### config.mk
export PLATFORM = sky130hd
export DESIGN_NAME = hmpg_hash
export DESIGN_NICKNAME = d
export VERILOG_FILES = /design/src/rtl/hmpg_pkg.sv /design/src/rtl/hmpg_hash.sv
export SDC_FILE = /design/constraint.sdc
export NUM_CORES = 2
export LEC_CHECK = 0
export BUFFER_PORTS_ARGS = -buffer_cell sky130_fd_sc_hd__buf_2
export CORE_ASPECT_RATIO = 2
export CORE_UTILIZATION = 35
export CTS_CLUSTER_SIZE = 10
export DETAILED_ROUTE_END_ITERATION = 6
export PLACE_DENSITY = 0.46
export SYNTH_ARGS = -nofsm -noshare
export SYNTH_HDL_FRONTEND = slang
export SYNTH_SLANG_ARGS = --single-unit
### constraint.sdc
create_clock -name clk -period 11 [get_ports clk]
set_clock_uncertainty 0.1 [all_clocks]
set_input_delay 3.3 -clock clk [delete_from_list [all_inputs] [get_ports clk]]
set_output_delay 3.3 -clock clk [all_outputs]
set_load 0.005 [all_outputs]
### src/rtl/hmpg_pkg.sv
// Package for the key-value hash map: payload types, codes and hash constants.
package hmpg_pkg;

	localparam int NUM_BUCKETS_DEF = 32;
	localparam int WAYS_DEF        = 4;

	localparam int KEY_W   = 32;
	localparam int VALUE_W = 31;

	localparam logic OP_PUT = 1'b0;
	localparam logic OP_GET = 1'b1;

	localparam logic [1:0] ST_NEW     = 2'd0;
	localparam logic [1:0] ST_UPDATED = 2'd1;
	localparam logic [1:0] ST_FOUND   = 2'd2;
	localparam logic [1:0] ST_MISS    = 2'd3;

	// golden ratio fraction, 0x9E3779B97F4A7C15, split in halves
	localparam logic [31:0] GOLD_HI = 32'h9E3779B9;
	localparam logic [31:0] GOLD_LO = 32'h7F4A7C15;

	// mod 19 via byte residues, then reciprocal multiply with one correction
	localparam int DIV_MODULUS = 19;
	localparam int RAD1        = 256 % DIV_MODULUS;
	localparam int RAD2        = (RAD1 * 256) % DIV_MODULUS;
	localparam int RAD3        = (RAD2 * 256) % DIV_MODULUS;
	localparam int SUM_W       = 13;
	localparam int RECIP_SHIFT = 16;
	localparam int DIV_RECIP   = (1 << RECIP_SHIFT) / DIV_MODULUS;
	localparam int PROD_W      = 25;
	localparam int Q_W         = PROD_W - RECIP_SHIFT;
	localparam int REM_W       = $clog2(DIV_MODULUS);

	typedef struct packed {
		logic               opcode;
		logic [KEY_W-1:0]   key;
		logic [VALUE_W-1:0] value;
	} req_t;

	typedef struct packed {
		logic [1:0]         status;
		logic [VALUE_W-1:0] read_value;
	} rsp_t;

	typedef struct packed {
		logic [KEY_W-1:0]   key;
		logic [VALUE_W-1:0] value;
	} entry_t;

endpackage

### src/rtl/hmpg_hash.sv
// Bucket index unit: three-stage pipeline for the division and golden ratio hashes.
module hmpg_hash #(
	parameter int NUM_BUCKETS = hmpg_pkg::NUM_BUCKETS_DEF,
	localparam int BW = (NUM_BUCKETS > 1) ? $clog2(NUM_BUCKETS) : 1
) (
	input  logic                         clk,
	input  logic [hmpg_pkg::KEY_W-1:0]   key,
	input  logic                         mode,
	output logic [BW-1:0]                bucket
);

	localparam int NW = $clog2(NUM_BUCKETS + 1);
	localparam int AW = 32 + NW;

	logic [hmpg_pkg::SUM_W-1:0]  dsum;
	logic [63:0]                 plo;
	logic [31:0]                 phi;
	logic [hmpg_pkg::PROD_W-1:0] qprod;
	logic [hmpg_pkg::SUM_W-1:0]  rem0;
	logic [AW-1:0]               ah;
	logic [AW-1:0]               al;
	logic [AW-1:0]               fsum;
	logic [BW-1:0]               mbucket;
	logic [BW-1:0]               mod_tab [hmpg_pkg::DIV_MODULUS];

	logic [hmpg_pkg::SUM_W-1:0]  dsum_s1;
	logic [63:0]                 plo_s1;
	logic [31:0]                 phi_s1;
	logic [hmpg_pkg::SUM_W-1:0]  dsum_s2;
	logic [hmpg_pkg::Q_W-1:0]    q_s2;
	logic [63:0]                 f_s2;
	logic [hmpg_pkg::REM_W-1:0]  rem_s3;
	logic [AW-1:0]               ah_s3;
	logic [NW-1:0]               al_s3;

	for (genvar i = 0; i < hmpg_pkg::DIV_MODULUS; i++) begin : g_mod
		assign mod_tab[i] = BW'(i % NUM_BUCKETS);
	end

	assign dsum = hmpg_pkg::SUM_W'(key[7:0])
		+ hmpg_pkg::SUM_W'(key[15:8]) * hmpg_pkg::SUM_W'(hmpg_pkg::RAD1)
		+ hmpg_pkg::SUM_W'(key[23:16]) * hmpg_pkg::SUM_W'(hmpg_pkg::RAD2)
		+ hmpg_pkg::SUM_W'(key[31:24]) * hmpg_pkg::SUM_W'(hmpg_pkg::RAD3);
	assign plo = {32'b0, key} * {32'b0, hmpg_pkg::GOLD_LO};
	assign phi = key * hmpg_pkg::GOLD_HI;

	assign qprod = hmpg_pkg::PROD_W'(dsum_s1) * hmpg_pkg::PROD_W'(hmpg_pkg::DIV_RECIP);

	// estimate is exact or one low
	assign rem0 = dsum_s2 - hmpg_pkg::SUM_W'(q_s2) * hmpg_pkg::SUM_W'(hmpg_pkg::DIV_MODULUS);
	assign ah = AW'(f_s2[63:32]) * AW'(NUM_BUCKETS);
	assign al = AW'(f_s2[31:0]) * AW'(NUM_BUCKETS);

	assign fsum = ah_s3 + AW'(al_s3);
	assign mbucket = BW'(fsum[AW-1:32]);
	assign bucket = mode ? mbucket : mod_tab[rem_s3];

	always_ff @(posedge clk) begin
		dsum_s1 <= dsum;
		plo_s1 <= plo;
		phi_s1 <= phi;

		dsum_s2 <= dsum_s1;
		q_s2 <= qprod[hmpg_pkg::PROD_W-1:hmpg_pkg::RECIP_SHIFT];
		f_s2 <= plo_s1 + {phi_s1, 32'b0};

		if (rem0 >= hmpg_pkg::SUM_W'(hmpg_pkg::DIV_MODULUS)) begin
			rem_s3 <= hmpg_pkg::REM_W'(rem0 - hmpg_pkg::SUM_W'(hmpg_pkg::DIV_MODULUS));
		end else begin
			rem_s3 <= hmpg_pkg::REM_W'(rem0);
		end
		ah_s3 <= ah;
		al_s3 <= al[AW-1:32];
	end

endmodule

# Word level (Yosys, flattened, before mapping)
# Memories as Yosys holds them, arrays and structs flattened.
# Index checks and enable logic that the tools add are counted.
# W data, S select, Z words.
# word_totals
register_bits,236
romBits,160
inputBits,34
mem_count,1
# op_classes
n_addsub,7
n_mul,7
order_cmp,2
n_mux,4
bitwise,1
# mem_list
name,depth,width,read_ports,rd_ports_with_merged_regs,write_ports,line,rtl
(name not given),32,5,1,0,0,hmpg_hash.sv:56,assign bucket = mode ? mbucket : mod_tab[rem_s3];
# op_table
op,n
$add A63 B64 Y64,1
$mul A32 B31 Y63 const B,1
$add A37 B5 Y37,1
$mul A32 B32 Y32 const B,1
$add A13 B11 Y13,2
$mul A13 B12 Y25 const B,1
$mul A8 B3 Y11 const B,2
$mux W5,4
$add A8 B12 Y13,1
$ge A13 B5 Y1 const B,1
$mul A9 B5 Y13 const B,1
$sub A13 B13 Y13,1
$mul A8 B4 Y12 const B,1
$ge A6 B6 Y1 const B,1
$not A5 Y6,1
$sub A5 B5 Y5 const B,1

# Depth between registers and ports, before layout
# depth
depth_word,5
mapped_depth,26
depth_no_buf,26

# Worst setup path before layout
# Ideal clock, no wire load.
# synth_path
kind,in2reg
startpoint,input port key[4] (netlist name)
endpoint,register plo_s1[48]
setup_ns,0.072
t_arrival_ns,9.625
path_slack_ns,1.202
path_stages,22
path_buffers,0
path_cell_list,inv_1 fa_1 inv_1 fa_1 fa_1 fa_1 fa_1 fa_1 fa_1 inv_1 fa_1 inv_1 ha_1 a21oi_1 o21ai_0 a2111oi_2 o31ai_1 o31ai_4 o21bai_1 a221o_2 a21oi_2 xnor2_1
# synth_via
elab_chain_len,1
# synth_rtl
element,line,rtl
"start, declared",hmpg_hash.sv:7,"input logic [hmpg_pkg::KEY_W-1:0] key,"
$mul A32 B31 Y63,hmpg_hash.sv:44,"assign plo = {32'b0, key} * {32'b0, hmpg_pkg::GOLD_LO};"
named net plo[48],hmpg_hash.sv:16,logic [63:0] plo;
"end signal, assigned",hmpg_hash.sv:60,plo_s1 <= plo;
"end, declared",hmpg_hash.sv:27,logic [63:0] plo_s1;
# The timed path passes the listed nets, and every way through them passes these cells.

# Worst setup path in the final report
# layout_path
startpoint,input port key[15] (netlist name)
endpoint,register plo_s1[55]
# The elaborated chain is that of the path after synthesis.

==> qor.txt <==
Max H-tree Level -> 4
Hold Buf Count CTS -> 0
Avg Inst Size Synth -> 10.52 µm²
DRC errors left -> 0
Clock transition at path regs -> 0.06 ns
Max cap viols -> 0
Setup TNS -> 0 ns
Layer with the highest usage -> met2
Synth area leaders -> fa_1 (44%), ha_1 (25%), inv_1 (11%)
RSZ-0062 raised after global routing -> no
Initial core utilization -> 35.31%
Setup Crit Path Kind -> primary input to flop
Slew Viols, Final -> 0
Clock tree from TritonCTS -> built
Count of buffers from port buffering -> 38
Cell variety after synth -> 75
First-pass iteration count of the detailed router -> 5
Final hold violation count -> 0
Met1 Use GR -> 24.67%
Floorplan core area -> 92520 µm²
Ports -> 39
Post-CTS Setup Bufs -> 0
Critical Path Sink -> plo_s1[55]$_DFF_P_
Via count -> 22080
Synth async-reset ratio -> 0%
P&R area growth vs syn -> 9.441%
Cell taking the most area after synthesis -> fa_1
Met2 GRT Util -> 56.60%
CTS Buf Count -> 17
Reg2Reg Setup Slack -> 5.16 ns
Commonest cells post-synth -> inv_1 (970), fa_1 (713), ha_1 (663)
Yosys warns -> 0
Max transition margin -> 26.77%
Number of enable flip-flop cells after synthesis -> 0
Post-DP HPWL -> 123500 µm
Initial antenna violation count -> 6
Sequential element share of the synthesized area -> 6.925%
Die area -> 94630 µm²
Grt total ovfl -> 0
Worst Max-Slew Pin Slew -> 1.087 ns
Status -> completed
Vert. Die Dim -> 434.1 µm
Diode count -> 0
Post-Syn Area -> 32670 µm²
Synth top area share -> 43.69%
Hold crit path type -> flop to flop
Post-cts sizing count -> 0
Worst R2R Start -> dsum_s1[7]$_DFF_P_
GRT Overall Usage -> 30.02%
Register Area -> 2262 µm²
Period utilisation layout -> 94.76%
Number of synthesized register bits -> 113
RD Place Congestion -> 1.046
Total Wirelength -> 135100 µm
Share of cells above drive strength 1 -> 6.279%
Largest net degree at the start of global routing -> 17
Syn_nets -> 4516
CTS Buffer Depth -> 2
Max Clk Rate -> 95.94 MHz
Cells after Synth -> 3106
Routing usage on met3 -> 3.484%
Worst Setup End Kind -> flop
Primary FF master, synth -> dfxtp_1
Remaining antenna violation count -> 0
Clk Latency, worst-skew pair -> 0.48 ns
TritonCTS Sinks -> 113
RR Endpoint -> q_s2[8]$_DFF_P_
First-pass GRT wire length -> 188200 µm
Core Rows -> 158
Number of DRC markers in iteration 0 -> 932
Worst reg-to-reg path cell count -> 19
Critical path peak fanout -> 4
Worst Path Arrival -> 10.69 ns
Vias in the first global route -> 25550
Post-DR wirelength/cell -> 30.16 µm
Filler Cell Count -> 9315
Area of the multi-input gates -> 26760 µm²
Final setup viols -> 0
Die W -> 218.0 µm
WP data required -> 11.27 ns
CP Launch Type -> primary input
Nets -> 4678
Via density per instance -> 4.927
Most frequent cell after synthesis -> inv_1
Worst setup startpoint -> key[15]
Final min period -> 10.42 ns
CTS Root Cell -> clkbuf_16
==> routing by layer <==
| layer | share of wire, % | up-vias |
|---|---|---|
| met5 | 0.0081 | - |
| met4 | 15 | 2 |
| met3 | 2.5 | 378 |
| met2 | 55 | 518 |
| met1 | 28 | 11270 |
| li1 | - | 9911 |
==> layout by cell type, fill, tap and decap left out, drive strengths merged, types with 4 or more instances in the layout <==
cell type  count
inv          976
fa           713
ha           663
buf          145
dfxtp        113
xnor2         94
a21oi         91
nand2         60
nor2          54
o21ai         51
a21o          34
xor2          29
nand3         25
nor3          24
clkbuf        17
a211oi        16
o21a          12
and3          12
nand2b        11
o21bai        10
nand4          9
nor2b          8
or2            7
a21boi         7
o2111ai        7
o31ai          7
nor3b          6
a211o          5
o211ai         5
nor4           5
clkinv         5
a31oi          4
or3            4
a2111oi        4
==> registers in the layout, indices dropped and copies added (netlist names) <==
signal	count
f_s2	5
dsum_s1	13
dsum_s2	13
rem_s3	5
phi_s1	32
q_s2	9
ah_s3	5
plo_s1	31
==> stage by stage <==
| stage | instances | worst slack [ns] | instance area, µm² | hold WS, ns | util (%) |
|---|---|---|---|---|---|
| floorplan | 3106 | 1.202 | 32670 | 0.2096 | - |
| global placement | 4449 | 0.1753 | 35150 | 0.2135 | 38.00 |
| detailed placement | 4449 | 0.1999 | 35150 | 0.2185 | 38.00 |
| CTS | 4481 | 0.6855 | 35750 | 0.2327 | 38.64 |
| global route | 4481 | 0.2096 | 35750 | 0.2527 | 38.64 |
| finish | 4481 | 0.5769 | 35750 | 0.2328 | 38.64 |
==> cell families after synthesis <==
kind of cell             Yosys count  share of synthesized area, %
adder cells (fa/ha/maj)         1376                         69.09
buffers and inverters            972                         11.17
AO/OA/AOI/OAI                    283                         5.818
AND/OR/NAND/NOR                  235                         3.566
XOR/XNOR                         123                         3.298
flip-flops                       113                         6.925
multiplexers                       4                        0.1340
==> worst min path at each step <==
stage               slack (ns)        startpoint                end  depth (start not counted)
floorplan                 0.21  f_s2[59]$_DFF_P_  ah_s3[32]$_DFF_P_                          0
global placement          0.21  f_s2[63]$_DFF_P_  ah_s3[36]$_DFF_P_                          0
detailed placement        0.22  f_s2[63]$_DFF_P_  ah_s3[36]$_DFF_P_                          0
CTS                       0.23  f_s2[63]$_DFF_P_  ah_s3[36]$_DFF_P_                          0
global route              0.25  f_s2[63]$_DFF_P_  ah_s3[36]$_DFF_P_                          0
finish                    0.23  f_s2[63]$_DFF_P_  ah_s3[36]$_DFF_P_                          0
==> worst max-delay path, stage by stage <==
cell and delay [ns]:
buf_2 0.10, inv_1 0.11, buf_4 0.19, fa_1 0.44
inv_1 0.19, ha_1 0.26, inv_1 0.30, fa_1 0.53
fa_1 0.53, inv_1 0.06, fa_1 0.55, fa_1 0.45
fa_1 0.51, inv_1 0.06, fa_1 0.50, inv_1 0.04
ha_1 0.32, a211oi_1 0.29, o21bai_1 0.13, a22oi_1 0.30
nor3_1 0.09, a211oi_1 0.55, a21oi_2 0.15, buf_4 0.17
o31ai_1 0.32, nand2_1 0.12, xnor2_1 0.13
==> layout make-up <==
type | count | share of cell area (%)
Multi-Input combinational cell | 2021 | 74.84
Tap cell | 1200 | 4.200
Inverter | 970 | 10.18
Clock inverter | 15 | 0.4830
Clock buffer | 17 | 1.190
Sequential cell | 113 | 6.327
Timing Repair Buffer | 145 | 2.779
Power is not shown: default switching activity piles up to over one toggle a cycle in this logic, so the estimate is an artifact.
